File: config.mk
export PLATFORM = sky130hd
export DESIGN_NAME = process_table_mlfq_levels
export DESIGN_NICKNAME = d
export VERILOG_FILES = /design/src/design/ptm_pkg.sv /design/src/design/process_table_mlfq_levels.sv /design/src/design/ptm_cell.sv /design/src/design/ptm_head.sv
export SDC_FILE = /design/constraint.sdc
export NUM_CORES = 2
export LEC_CHECK = 0
export BUFFER_PORTS_ARGS = -buffer_cell sky130_fd_sc_hd__buf_2
export CORE_MARGIN = 2
export CORE_UTILIZATION = 40
export CTS_BUF_LIST = sky130_fd_sc_hd__clkbuf_4
export DETAILED_ROUTE_END_ITERATION = 7
export GPL_TIMING_DRIVEN = 1
export PLACE_DENSITY = 0.54
export SLEW_MARGIN = 40
export SYNTH_ARGS = -nofsm -noshare
export SYNTH_HDL_FRONTEND = slang
export SYNTH_SLANG_ARGS = --single-unit
File: constraint.sdc
create_clock -name clock -period 10.2 [get_ports clock]
set_input_delay 0 -clock clock [delete_from_list [all_inputs] [get_ports clock]]
set_output_delay 0 -clock clock [all_outputs]
set_load 0.005 [all_outputs]
File: src/design/ptm_pkg.sv
package ptm_pkg;

   localparam int unsigned DEF_SLOTS  = 16;
   localparam int unsigned DEF_LEVELS = 5;
   localparam int unsigned MAX_LEVELS = 5;
   localparam int unsigned RT_W       = 48;
   localparam int unsigned NUM_REGS   = 8;

   localparam logic [2:0] FN_ALLOC    = 3'd0;
   localparam logic [2:0] FN_FREE     = 3'd1;
   localparam logic [2:0] FN_FREE_ALL = 3'd2;
   localparam logic [2:0] FN_SET      = 3'd3;
   localparam logic [2:0] FN_CHARGE   = 3'd4;
   localparam logic [2:0] FN_TICK     = 3'd5;

   localparam logic [2:0] ST_UNUSED  = 3'd0;
   localparam logic [2:0] ST_LOADING = 3'd1;
   localparam logic [2:0] ST_MAX     = 3'd5;

   localparam logic [1:0] RC_OK     = 2'd0;
   localparam logic [1:0] RC_FULL   = 2'd1;
   localparam logic [1:0] RC_NOTFND = 2'd2;
   localparam logic [1:0] RC_NOPID  = 2'd3;

   localparam logic [2:0] REG_Q0    = 3'd0;
   localparam logic [2:0] REG_Q1    = 3'd1;
   localparam logic [2:0] REG_Q2    = 3'd2;
   localparam logic [2:0] REG_Q3    = 3'd3;
   localparam logic [2:0] REG_Q4    = 3'd4;
   localparam logic [2:0] REG_BOOST = 3'd5;
   localparam logic [2:0] REG_SHELL = 3'd6;
   localparam logic [2:0] REG_USER  = 3'd7;

   typedef struct packed {
      logic [2:0]  func;
      logic [15:0] target_pid;
      logic [2:0]  new_status;
      logic [31:0] run_time;
      logic [63:0] now_time;
      logic        key_pending;
   } req_type;

   typedef struct packed {
      logic [15:0] result_pid;
      logic [1:0]  result_code;
      logic [2:0]  result_level;
      logic        boost_done;
   } rsp_type;

   // one slot record as it travels along the chain
   typedef struct packed {
      logic [15:0]     pid;
      logic [2:0]      status;
      logic [2:0]      level;
      logic [RT_W-1:0] runtime;
   } slot_type;

   // operation applied by the head logic for one pass
   typedef struct packed {
      logic [2:0]  func;
      logic [15:0] pid;
      logic [2:0]  new_status;
      logic        boost;
      logic        key;
      logic [15:0] shell_pid;
      logic [15:0] user_pid;
   } op_type;

endpackage

File: src/design/process_table_mlfq_levels.sv
// Channel  Ports          Direction  Payload
// req      req_valid/rdy  in         ptm_pkg::req_type
// rsp      rsp_valid/rdy  out        ptm_pkg::rsp_type
// csr      APB (psel..)   in/out     32-bit registers at 4*i
// An item passes IDLE, where it is accepted, RUN, which rotates the slot
// records once round the chain, and DONE, which loads the result.
// A charge holds the ring while the charged record can still climb a level.
// Synchronous active-high reset empties the table and restores registers.
// The next item may run while a result waits; its own result then holds in
// DONE until rsp_ready frees the result register.
module process_table_mlfq_levels #(
   parameter int unsigned SLOTS  = ptm_pkg::DEF_SLOTS,
   parameter int unsigned LEVELS = ptm_pkg::DEF_LEVELS
) (
   input  logic              clock,
   input  logic              reset,
   input  logic              req_valid,
   output logic              req_ready,
   input  ptm_pkg::req_type  req_data,
   output logic              rsp_valid,
   input  logic              rsp_ready,
   output ptm_pkg::rsp_type  rsp_data,
   input  logic              psel,
   input  logic              penable,
   input  logic              pwrite,
   input  logic [4:0]        paddr,
   input  logic [31:0]       pwdata,
   output logic [31:0]       prdata,
   output logic              pready
);
   import ptm_pkg::*;

   localparam int unsigned CW = $clog2(SLOTS + 1);

   typedef enum logic [2:0] {
      S_IDLE = 3'b001,
      S_RUN  = 3'b010,
      S_DONE = 3'b100
   } state_type;

   state_type state_ff, state_in;
   logic [CW-1:0] cnt_ff;
   op_type op_ff;
   logic [31:0] rt_ff;
   logic [31:0] quantum_ff [MAX_LEVELS];
   logic [31:0] boost_period_ff;
   logic [15:0] shell_pid_ff, user_pid_ff;
   logic [15:0] last_pid_ff;
   logic [63:0] last_boost_ff;
   logic done_ff;
   logic nopid_ff;
   logic [2:0] level_ff;
   logic rsp_valid_ff, rsp_valid_in;
   rsp_type rsp_ff, rsp_in;
   logic prom_ff;
   slot_type prom_rec_ff;

   slot_type chain [SLOTS+1];
   slot_type head_out;
   logic hit, more, stall, shift, accept, wr;
   logic rsp_free, load_rsp;
   logic [2:0] ridx;
   logic [63:0] elapsed;
   logic boost_now;

   assign accept = req_valid && req_ready;
   assign req_ready = (state_ff == S_IDLE);
   assign stall = (state_ff == S_RUN) && hit && more;
   assign shift = (state_ff == S_RUN) && !stall;
   assign rsp_free = !rsp_valid_ff || rsp_ready;
   assign load_rsp = (state_ff == S_DONE) && rsp_free;
   assign rsp_valid_in = load_rsp || (rsp_valid_ff && !rsp_ready);
   assign pready = 1'b1;
   assign wr = psel && penable && pwrite;
   assign ridx = paddr[4:2];
   assign elapsed = req_data.now_time - last_boost_ff;
   assign boost_now = (last_boost_ff != '0) && (elapsed >= {32'd0, boost_period_ff});

   assign chain[0] = head_out;

   for (genvar g = 0; g < SLOTS; g++) begin : g_cell
      ptm_cell u_cell (
         .clock (clock),
         .reset (reset),
         .shift (shift),
         .d_in  (chain[g]),
         .q_out (chain[g+1])
      );
   end

   ptm_head #(.LEVELS(LEVELS)) u_head (
      .op         (op_ff),
      .rec_in     (chain[SLOTS]),
      .done_ff    (done_ff),
      .new_pid_ok (last_pid_ff != 16'hFFFF),
      .new_pid    (last_pid_ff + 16'd1),
      .run_time   (rt_ff),
      .quantum    (quantum_ff),
      .prom_busy  (prom_ff),
      .prom_rec   (prom_rec_ff),
      .rec_out    (head_out),
      .hit        (hit),
      .more       (more)
   );

   always_comb begin
      case (ridx)
         REG_Q0:    prdata = quantum_ff[0];
         REG_Q1:    prdata = quantum_ff[1];
         REG_Q2:    prdata = quantum_ff[2];
         REG_Q3:    prdata = quantum_ff[3];
         REG_Q4:    prdata = quantum_ff[4];
         REG_BOOST: prdata = boost_period_ff;
         REG_SHELL: prdata = {16'd0, shell_pid_ff};
         REG_USER:  prdata = {16'd0, user_pid_ff};
         default:   prdata = '0;
      endcase
   end

   always_comb begin
      state_in = state_ff;
      case (state_ff)
         S_IDLE:  if (accept) state_in = S_RUN;
         S_RUN:   if (shift && cnt_ff == CW'(SLOTS - 1)) state_in = S_DONE;
         S_DONE:  if (rsp_free) state_in = S_IDLE;
         default: state_in = S_IDLE;
      endcase
   end

   always_comb begin
      rsp_in = '0;
      case (op_ff.func)
         FN_ALLOC: begin
            if (!done_ff) rsp_in.result_code = RC_FULL;
            else if (nopid_ff) rsp_in.result_code = RC_NOPID;
            else rsp_in.result_pid = last_pid_ff;
         end
         FN_FREE, FN_SET, FN_CHARGE: begin
            rsp_in.result_pid = op_ff.pid;
            if (done_ff) rsp_in.result_level = level_ff;
            else rsp_in.result_code = RC_NOTFND;
         end
         FN_TICK: rsp_in.boost_done = op_ff.boost;
         default: ;
      endcase
   end

   always_ff @(posedge clock) begin
      if (reset) begin
         state_ff <= S_IDLE;
         cnt_ff <= '0;
         rsp_valid_ff <= 1'b0;
         quantum_ff[0] <= 32'd100000;
         quantum_ff[1] <= 32'd200000;
         quantum_ff[2] <= 32'd300000;
         quantum_ff[3] <= 32'd400000;
         quantum_ff[4] <= 32'd500000;
         boost_period_ff <= 32'd10000000;
         shell_pid_ff <= 16'd1;
         user_pid_ff <= 16'd3;
         last_pid_ff <= '0;
         last_boost_ff <= '0;
         done_ff <= 1'b0;
         prom_ff <= 1'b0;
      end else begin
         state_ff <= state_in;
         rsp_valid_ff <= rsp_valid_in;
         prom_ff <= stall;
         if (wr) begin
            case (ridx)
               REG_Q0:    quantum_ff[0] <= pwdata;
               REG_Q1:    quantum_ff[1] <= pwdata;
               REG_Q2:    quantum_ff[2] <= pwdata;
               REG_Q3:    quantum_ff[3] <= pwdata;
               REG_Q4:    quantum_ff[4] <= pwdata;
               REG_BOOST: boost_period_ff <= pwdata;
               REG_SHELL: shell_pid_ff <= pwdata[15:0];
               REG_USER:  user_pid_ff <= pwdata[15:0];
               default: ;
            endcase
         end
         if (accept) begin
            cnt_ff <= '0;
            done_ff <= 1'b0;
            if (req_data.func == FN_TICK) begin
               if (last_boost_ff == '0 || boost_now) last_boost_ff <= req_data.now_time;
            end
         end
         if (shift) begin
            cnt_ff <= cnt_ff + CW'(1);
            if (hit) begin
               done_ff <= 1'b1;
               if (op_ff.func == FN_ALLOC && last_pid_ff != 16'hFFFF)
                  last_pid_ff <= last_pid_ff + 16'd1;
            end
         end
      end
   end

   always_ff @(posedge clock) begin
      if (accept) begin
         op_ff.func <= req_data.func;
         op_ff.pid <= req_data.target_pid;
         op_ff.new_status <= req_data.new_status;
         op_ff.boost <= boost_now;
         op_ff.key <= req_data.key_pending;
         op_ff.shell_pid <= shell_pid_ff;
         op_ff.user_pid <= user_pid_ff;
         rt_ff <= req_data.run_time;
         level_ff <= '0;
         nopid_ff <= (last_pid_ff == 16'hFFFF);
      end
      if (shift && hit) level_ff <= head_out.level;
      if (stall) prom_rec_ff <= head_out;
      if (load_rsp) rsp_ff <= rsp_in;
   end

   assign rsp_valid = rsp_valid_ff;
   assign rsp_data = rsp_ff;

endmodule

File: src/design/ptm_cell.sv
// One slot of the ring. During a pass every cell hands its record to the
// next one; cell 0 receives the edited record from the head logic.
module ptm_cell (
   input  logic              clock,
   input  logic              reset,
   input  logic              shift,
   input  ptm_pkg::slot_type d_in,
   output ptm_pkg::slot_type q_out
);
   import ptm_pkg::*;

   slot_type slot_ff;

   always_ff @(posedge clock) begin
      if (reset) begin
         slot_ff <= '0;
      end else if (shift) begin
         slot_ff <= d_in;
      end
   end

   assign q_out = slot_ff;

endmodule

File: src/design/ptm_head.sv
// Edits the record leaving the last cell before it re-enters cell 0.
// Tracks first-match; a charged record climbs one level per cycle while the
// ring holds, its partial result parked in the caller's promotion register.
module ptm_head #(
   parameter int unsigned LEVELS = ptm_pkg::DEF_LEVELS
) (
   input  ptm_pkg::op_type   op,
   input  ptm_pkg::slot_type rec_in,
   input  logic              done_ff,
   input  logic              new_pid_ok,
   input  logic [15:0]       new_pid,
   input  logic [31:0]       run_time,
   input  logic [31:0]       quantum [ptm_pkg::MAX_LEVELS],
   input  logic              prom_busy,
   input  ptm_pkg::slot_type prom_rec,
   output ptm_pkg::slot_type rec_out,
   output logic              hit,
   output logic              more
);
   import ptm_pkg::*;

   logic live;
   logic [RT_W:0] sum;
   logic [RT_W:0] diff;
   logic [31:0] q;
   logic can;
   slot_type work;

   always_comb begin
      rec_out = rec_in;
      live = (rec_in.status != ST_UNUSED);
      hit = 1'b0;
      more = 1'b0;
      sum = '0;
      diff = '0;
      q = '0;
      can = 1'b0;
      work = rec_in;
      case (op.func)
         FN_ALLOC: begin
            hit = !live && !done_ff;
            if (hit && new_pid_ok) begin
               rec_out.pid = new_pid;
               rec_out.status = ST_LOADING;
               rec_out.level = '0;
               rec_out.runtime = '0;
            end
         end
         FN_FREE, FN_SET, FN_CHARGE: begin
            hit = live && rec_in.pid == op.pid && !done_ff;
            if (hit) begin
               if (op.func == FN_FREE) begin
                  rec_out.status = ST_UNUSED;
               end else if (op.func == FN_SET) begin
                  if (op.new_status <= ST_MAX) rec_out.status = op.new_status;
               end else begin
                  // first cycle adds and saturates, later ones work on the parked copy
                  if (prom_busy) begin
                     work = prom_rec;
                  end else begin
                     sum = {1'b0, rec_in.runtime} + {{(RT_W-31){1'b0}}, run_time};
                     work.runtime = sum[RT_W] ? {RT_W{1'b1}} : sum[RT_W-1:0];
                  end
                  q = (work.level < 3'(MAX_LEVELS)) ? quantum[work.level] : '0;
                  diff = {1'b0, work.runtime} - {{(RT_W-31){1'b0}}, q};
                  can = (work.level < 3'(LEVELS - 1)) && !diff[RT_W];
                  rec_out = work;
                  if (can) begin
                     rec_out.level = work.level + 3'd1;
                     rec_out.runtime = diff[RT_W-1:0];
                  end
                  more = can && (rec_out.level < 3'(LEVELS - 1));
               end
            end
         end
         FN_FREE_ALL: begin
            if (live && rec_in.pid >= op.user_pid) rec_out.status = ST_UNUSED;
         end
         FN_TICK: begin
            hit = op.key && live && rec_in.pid == op.shell_pid && !done_ff;
            if (hit || (op.boost && live)) begin
               rec_out.level = '0;
               rec_out.runtime = '0;
            end
         end
         default: ;
      endcase
   end

endmodule

# Word-level counts from Yosys, hierarchy flattened
# Cells that the tools add are included.
# word_totals
in_bits	163
elab_cells	245
output_inout_bits	57
ff_bits	1619
# classes
n_mux	57
addsub	6
bitwise	1
reduce_logical	53
magnitude_cmp	7
n_eq_ne	24
# op_table
cell	count
$mux W51	8
$mux W48	6
$pmux W32 S8	1
$pmux W51 S3	1
$mux W70	2
$mux W22	5
$bmux W32 S3	1
$mux W32	3
$ge A64 B32 Y1	1
$logic_not A64 Y1	1
$mux W16	4
$reduce_bool A64 Y1	1
$sub A64 B64 Y64	1
$add A48 B32 Y49	1
$sub A48 B32 Y49	1
$pmux W18 S2	1
$eq A16 B16 Y1	2
$pmux W16 S2	1
$mux W3	9
$eq A3 B3 Y1 const B	8
$logic_and A1 B1 Y1	23
$pmux W3 S3	2
$reduce_and A2 Y1	9
$add A16 B1 Y16 const B	1
other kinds (25)	55

# Longest topological paths before layout
# depth
ltp_word	30
mapped_depth	29
mapped_depth_nobuf	28

# By module
# A second synthesis with hierarchy kept.
# hier_totals
cells_unflattened	7709
area_unflattened_um2	74006.0
# modules_own_cells
mod	n_inst	seq_area_each_um2	area_each_um2	cells_each
ptm_cell	16	1401.3	2512.4	226
process_table_mlfq_levels	1	11831.3	25441.9	2881
ptm_head	1	0.0	8365.5	1212

# Worst setup path before layout
# Ideal clock, no wire load.
# synth_timing
path_type	flip-flop to flip-flop
start	register prom_ff
end	register prom_rec_ff[0] in the netlist's numbering, enable pin
t_arrival_ns	8.507
required_time_ns	9.701
setup_ns	0.499
n_path_buf	4
setup_slack_ns	1.194
stages_incl_launch_ff	21
period_less_slack_ns	9.006
cell_sequence	dfxtp_1 > clkbuf_1 > clkbuf_1 > buf_1 > mux2i_1 > clkinv_1 > nor3_1 > clkbuf_1 > a22oi_1 > ha_1 > nor2b_1 > o2111ai_1 > nand4bb_1 > a221oi_1 > o31a_1 > o21ai_0 > nand2_1 > and3_2 > nand3_1 > nand3_1 > nor2_1
# synth_between
elab_chain_cells	25
word_cells_on_any_way	33
classes_between	add/sub (2); order compare (3); mux (23); bitwise (1); reduce/logical (4)
# synth_rtl
element	line	text
from (decl)	process_table_mlfq_levels.sv:55	logic prom_ff;
from (signal assigned)	process_table_mlfq_levels.sv:168	prom_ff <= stall;
$mux W22	ptm_head.sv:58	if (prom_busy) begin
$mux W22	ptm_head.sv:54	end else if (op.func == FN_SET) begin
$mux W22	ptm_head.sv:52	if (op.func == FN_FREE) begin
$mux W22	ptm_head.sv:51	if (hit) begin
$mux W22	ptm_head.sv:39	case (op.func)
$not A3 Y4 (not written as such)	ptm_head.sv:64	q = (work.level < 3'(MAX_LEVELS)) ? quantum[work.level] : '0;
$bmux W32 S3	ptm_head.sv:64	
$mux W32 (not written as such) (2 in series)	ptm_head.sv:64	
[... 9 more ...]	n/a	
$lt A3 B3 Y1	ptm_head.sv:72	more = can && (rec_out.level < 3'(LEVELS - 1));
$logic_and A1 B1 Y1 (*)	ptm_head.sv:72	
$mux W1 (*)	ptm_head.sv:54	
$mux W1 (*)	ptm_head.sv:52	
$mux W1 (*)	ptm_head.sv:51	
$mux W1 (*)	ptm_head.sv:39	
$logic_and A1 B1 Y1 (*)	process_table_mlfq_levels.sv:68	assign stall = (state_ff == S_RUN) && hit && more;
named net stall	process_table_mlfq_levels.sv:60	logic hit, more, stall, shift, accept, wr;
to (signal assigned)	process_table_mlfq_levels.sv:214	if (stall) prom_rec_ff <= head_out;
to (decl)	process_table_mlfq_levels.sv:56	slot_type prom_rec_ff;
# Mark *: on every way through the listed nets, which the timed path passes. The rest lies on a longest branch. The select of a mux whose other input is x is not followed.
# A chain may end at the register's enable or synchronous reset.

# Worst setup path in the final report
# layout_timing
start	register last_boost_ff[3]
end	register last_boost_ff[47]
# layout_between
elab_chain_cells	5
word_cells_on_any_way	7
classes_between	add/sub (1); order compare (1); reduce/logical (5)
# layout_rtl
element	line	text
from (decl)	process_table_mlfq_levels.sv:49	logic [63:0] last_boost_ff;
from (signal assigned)	process_table_mlfq_levels.sv:186	if (last_boost_ff == '0 || boost_now) last_boost_ff <= req_data.now_time;
$sub A64 B64 Y64	process_table_mlfq_levels.sv:76	assign elapsed = req_data.now_time - last_boost_ff;
$ge A64 B32 Y1	process_table_mlfq_levels.sv:77	assign boost_now = (last_boost_ff != '0) && (elapsed >= {32'd0, boost_period_ff});
$logic_and A1 B1 Y1	process_table_mlfq_levels.sv:77	
$logic_or A1 B1 Y1 (*)	process_table_mlfq_levels.sv:186	
$reduce_and A3 Y1 (no line) (*)	n/a	
# Mark *: on every way between the ends. The rest lies on a longest branch, timed or not.

==> results.md <==
- The flow ran to the end, and the final reports show no timing, DRC or antenna violations.
- The via count of the first global-routing pass is 60200.
- For this design the ratio of total power to cell area is about 160 mW/mm².
- The shortest period the worst path allows is 7940 ps.
- Dividing the synthesized area by the synthesized cell count gives ~8 µm².
- The height of the chip is around 430 µm.
- After floorplanning, the core was sized to cover between 0.15 and 0.2 mm².
- The tool flagged a number of max-cap violations equal to 0.
- After legalization and detailed placement, the total HPWL measured between 100 and 150 mm.
- Total power for the finished layout comes to 13.3 mW.
- The count of endpoints failing setup in the final report is 0.
- Using the TritonRoute via totals, the vias-per-cell ratio works out to between 5 and 6.
- The number of max-slew violations in the final report is 0.
- The met2 layer usage reported by global route is a little over a third.
- The clock-pin slew on the worst setup and hold paths is about 80 ps.
- The cell type with the highest occurrence count on the critical path is o21ai_0.
- In the synthesized netlist the async set-or-reset flop fraction comes to 0%.
- The TritonCTS buffer count is 441.
- The first routing iteration left 5155 violations.
- Before antenna repair, the detailed router went through 7 iterations.
- Compared with the post-synthesis result, the final layout area differs by 18.0%.
- The final total negative setup slack is 0 ps.
- The number of nets in the final layout is between 9000 and 10000.
- VDD sags by at most roughly 0.094 mV.
- The number of fillers in the final layout is around 18000.
- The hold violation count in the final report came to 0.
- The synthesized netlist occupies a cell area of 0.0717 mm².
- Broken down by cell family, the worst path's largest delay share belongs to compound AO/OA/AOI/OAI gates.
- The headroom to the max-slew limit is approximately two fifths.
- STA classifies the critical path startpoint as a flop.
- For this block, the routed nets add up to roughly 220 mm of wire.
- The area of all placed cells without fillers is ~0.085 mm².
- The routing usage on met1 is between 30 and 40%.
- The maximum operating frequency is between 100 and 150 MHz.
- When the netlist entered floorplanning its net count stood at between 9000 and 10000.
- In the global route stage, met3 resource usage came out at roughly 4.7%.
- Yosys printed 0 warnings.
- Data on the critical path arrives at its endpoint at roughly 9200 ps.
- The sequential fraction of the synthesis area is 47.8%.
- The most heavily used metal layer in global routing is met2.
- The initial core utilization is 40.2%.
- Port buffering added around 220 buffers.
- The data required time at the worst endpoint is 11480 ps.
- STA classifies the critical path endpoint as a flop.
- The first global-routing pass estimated 334 mm of wire.
- The insertion delay of the later-clocked pin in the worst-skew pair is between 1000 and 1500 ps.
- Counting distinct cell types in the post-synthesis netlist gives around 110.
- The number of vias in the routed layout is ~63000.
- The slew at the pin with the worst max-slew slack is 914 ps.
- Once routing completed, OpenROAD measured the worst setup slack at 2260 ps.
- Cells fill 47.4% of the core in the end.
- For the final database, setup skew stands at approximately 140 ps.
- The final routed wire length divided by cell count is roughly 18 µm.
- The final routed DRC violation total is 0.
- In this run the post-CTS setup repair buffer count came out at 0.
- The number of instances in the placed design is approximately 11000.
- The synthesized design contains between 150 and 200 enable-type register cells.
- Leaving out filler cells and counting taps, the final layout contains between 10000 and 15000.
- The initial antenna violation count is 14.
- In this run the deepest clock path goes through 4 buffers.
- For this run, the slowest stage of the critical path takes about 600 ps.
- The H-tree was split into 5 levels.
- The overall track demand over capacity in global routing is 22.8%.
- The worst hold path class is primary input to flop.
- For this run, the leading register cell type out of synthesis is dfxtp_1.
- The tree is rooted in a clkbuf_4.
- The die is roughly 430 µm wide.
- The category of the most critical setup path is flop to flop.
- The TritonCTS clock tree is yes.
- The final weighted congestion in routability-driven placement is around 0.90.
- The overall overflow remaining after global route is 0.
- Hold is met by between 150 and 200 ps.
- In this run the cell area measured after placement is around 0.074 mm².
- The leakage power figure is 30.0 nW.
- The fraction of final layout cells sized beyond drive strength 1 is a little under an eighth.
- The number of top-level design ports is 220.
- Across all register-to-register paths, the minimum setup slack is about 2300 ps.
- Dividing the final minimum period by the clock period gives between 70 and 80%.
- The largest individual stage delay along the critical path comes from the cell dlygate4sd3_1.
- Setup repair after global routing left no endpoint under its margin.
- The floorplan step defined a die boundary enclosing about 0.18 mm².
- The placement-stage worst setup slack is around 2600 ps.
- Along the worst path, the maximum fanout reaches 63.
- The maximum number of pins on one net before global-route repair is roughly 190.
- The critical path contains buffers and inverters numbering 3 combined.
- The number of routed nets with antenna violations is 0.
- The clock sink count is between 1500 and 2000.
- Counting flops and latches in the post-synthesis netlist gives approximately 1600.
- Synthesis produced a netlist whose cell count is approximately 8700.
- The initialized floorplan defines between 150 and 200 standard-cell rows.
-- layout make-up --
cell class / instances / area, µm² / share of cell area [%]
clock inverters: 87 / 442 / 0.522
clock buffers: 672 / 5040 / 5.97
repair buffers: 826 / 7390 / 8.74
flip-flops and latches: 1619 / 34300 / 40.5
well taps: 2355 / 2950 / 3.49
inverters: 175 / 667 / 0.789
diodes: 17 / 42.5 / 0.0503
multi-input cells: 6338 / 33700 / 39.9
-- metal layers --
layer | wire [µm] | share of wire [%] | vias up
met5 | 23 | 0.011 | -
met4 | 9070 | 4.2 | 4
met3 | 12900 | 6.0 | 500
met2 | 97800 | 45 | 1840
met1 | 95400 | 44 | 29900
li1 | - | - | 31200
-- final timing paths --
path	startpoint	end	cells past startpoint
max	last_boost_ff[3]$_SDFFE_PP0P_	last_boost_ff[47]$_SDFFE_PP0P_	30
min reg2reg	g_cell[0].u_cell.q_out[21]$_SDFFE_PP0P_	g_cell[1].u_cell.q_out[21]$_SDFFE_PP0P_	2
min	pwdata[11]	quantum_ff[75]$_SDFFE_PP0P_	5
max reg2reg	last_boost_ff[3]$_SDFFE_PP0P_	last_boost_ff[47]$_SDFFE_PP0P_	30
-- where the power goes --
| part | switching, mW | internal (mW) |
|---|---|---|
| combinational | 0.665 | 0.409 |
| sequential | 0.0424 | 6.48 |
| clock | 2.70 | 3.05 |
-- cells by family (layout without fill, tap and decap cells) --
logic type                 count (synthesis)  in the layout  share of synthesized area, %
buffers and inverters                    784           1760                          5.30
DFF                                     1619           1619                          47.8
AOI/OAI and AO/OA                       2175           2175                          17.7
xor gates and xnor gates                 167            167                          2.04
other                                      1             18                       0.00523
adders and majority gates                182            182                          3.21
and+or+nand+nor                         3607           3607                          20.4
muxes                                    206            206                          3.58
-- worst register-to-register path, delay by kind of cell (launching register included) --
kind	cells	cell delay [ps]
AO/OA/AOI/OAI	15	3730
AND/OR/NAND/NOR	8	1390
buffers and inverters	3	1110
adder cells (fa/ha/maj)	2	610
multiplexers	1	410
flip-flops	1	380
XOR/XNOR	1	200
-- synth_stat cells, types with 54 or more instances --
master,count,area share (%)
nor3_1,66,0.46
buf_2,136,0.95
xor2_1,60,0.73
a21o_1,61,0.64
edfxtp_1,184,7.7
xnor2_1,107,1.3
mux2i_1,140,2.0
o21ai_0,140,0.98
buf_4,85,0.89
ha_1,179,3.1
nand4_1,54,0.47
a21oi_1,1429,10
nand3_1,98,0.68
inv_1,171,0.90
nor2_1,263,1.4
o21a_1,109,1.1
nand2_1,2908,15
dfxtp_1,1435,40
clkbuf_1,320,1.7
a22oi_1,55,0.58
-- flip-flops by register name, indices dropped and copies added (netlist names), 22 cells and up --
| name | cells |
|---|---|
| g_cell.u_cell.q_out | 1120 |
| quantum_ff | 160 |
| prom_rec_ff | 70 |
| last_boost_ff | 64 |
| op_ff | 56 |
| boost_period_ff | 32 |
| rt_ff | 32 |
| rsp_data | 22 |
-- cells in the final DEF, fill, tap and decap left out, drive strengths merged, types with 36 or more instances in the layout --
| cell | n |
|---|---|
| nor4 | 36 |
| dfxtp | 1435 |
| a31oi | 39 |
| nor3 | 66 |
| and3 | 46 |
| a22oi | 55 |
| edfxtp | 184 |
| xnor2 | 107 |
| a21oi | 1434 |
| o21a | 109 |
| nand3 | 99 |
| a21o | 61 |
| dlygate4sd3 | 501 |
| mux2i | 141 |
| mux4 | 37 |
| clkinv | 80 |
| nor2 | 265 |
| inv | 176 |
| buf | 323 |
| clkbuf | 674 |
| ha | 179 |
| nand2 | 2909 |
| xor2 | 60 |
| nand4 | 55 |
| o21ai | 162 |
-- timing repair --
item / in CTS / in global routing
hold endpoints to repair: 974 / 0
gates resized for setup: 0 / 0
hold buffers: 502 / 0
setup endpoints to repair: 0 / 0
(Power assumes the default switching activity.)
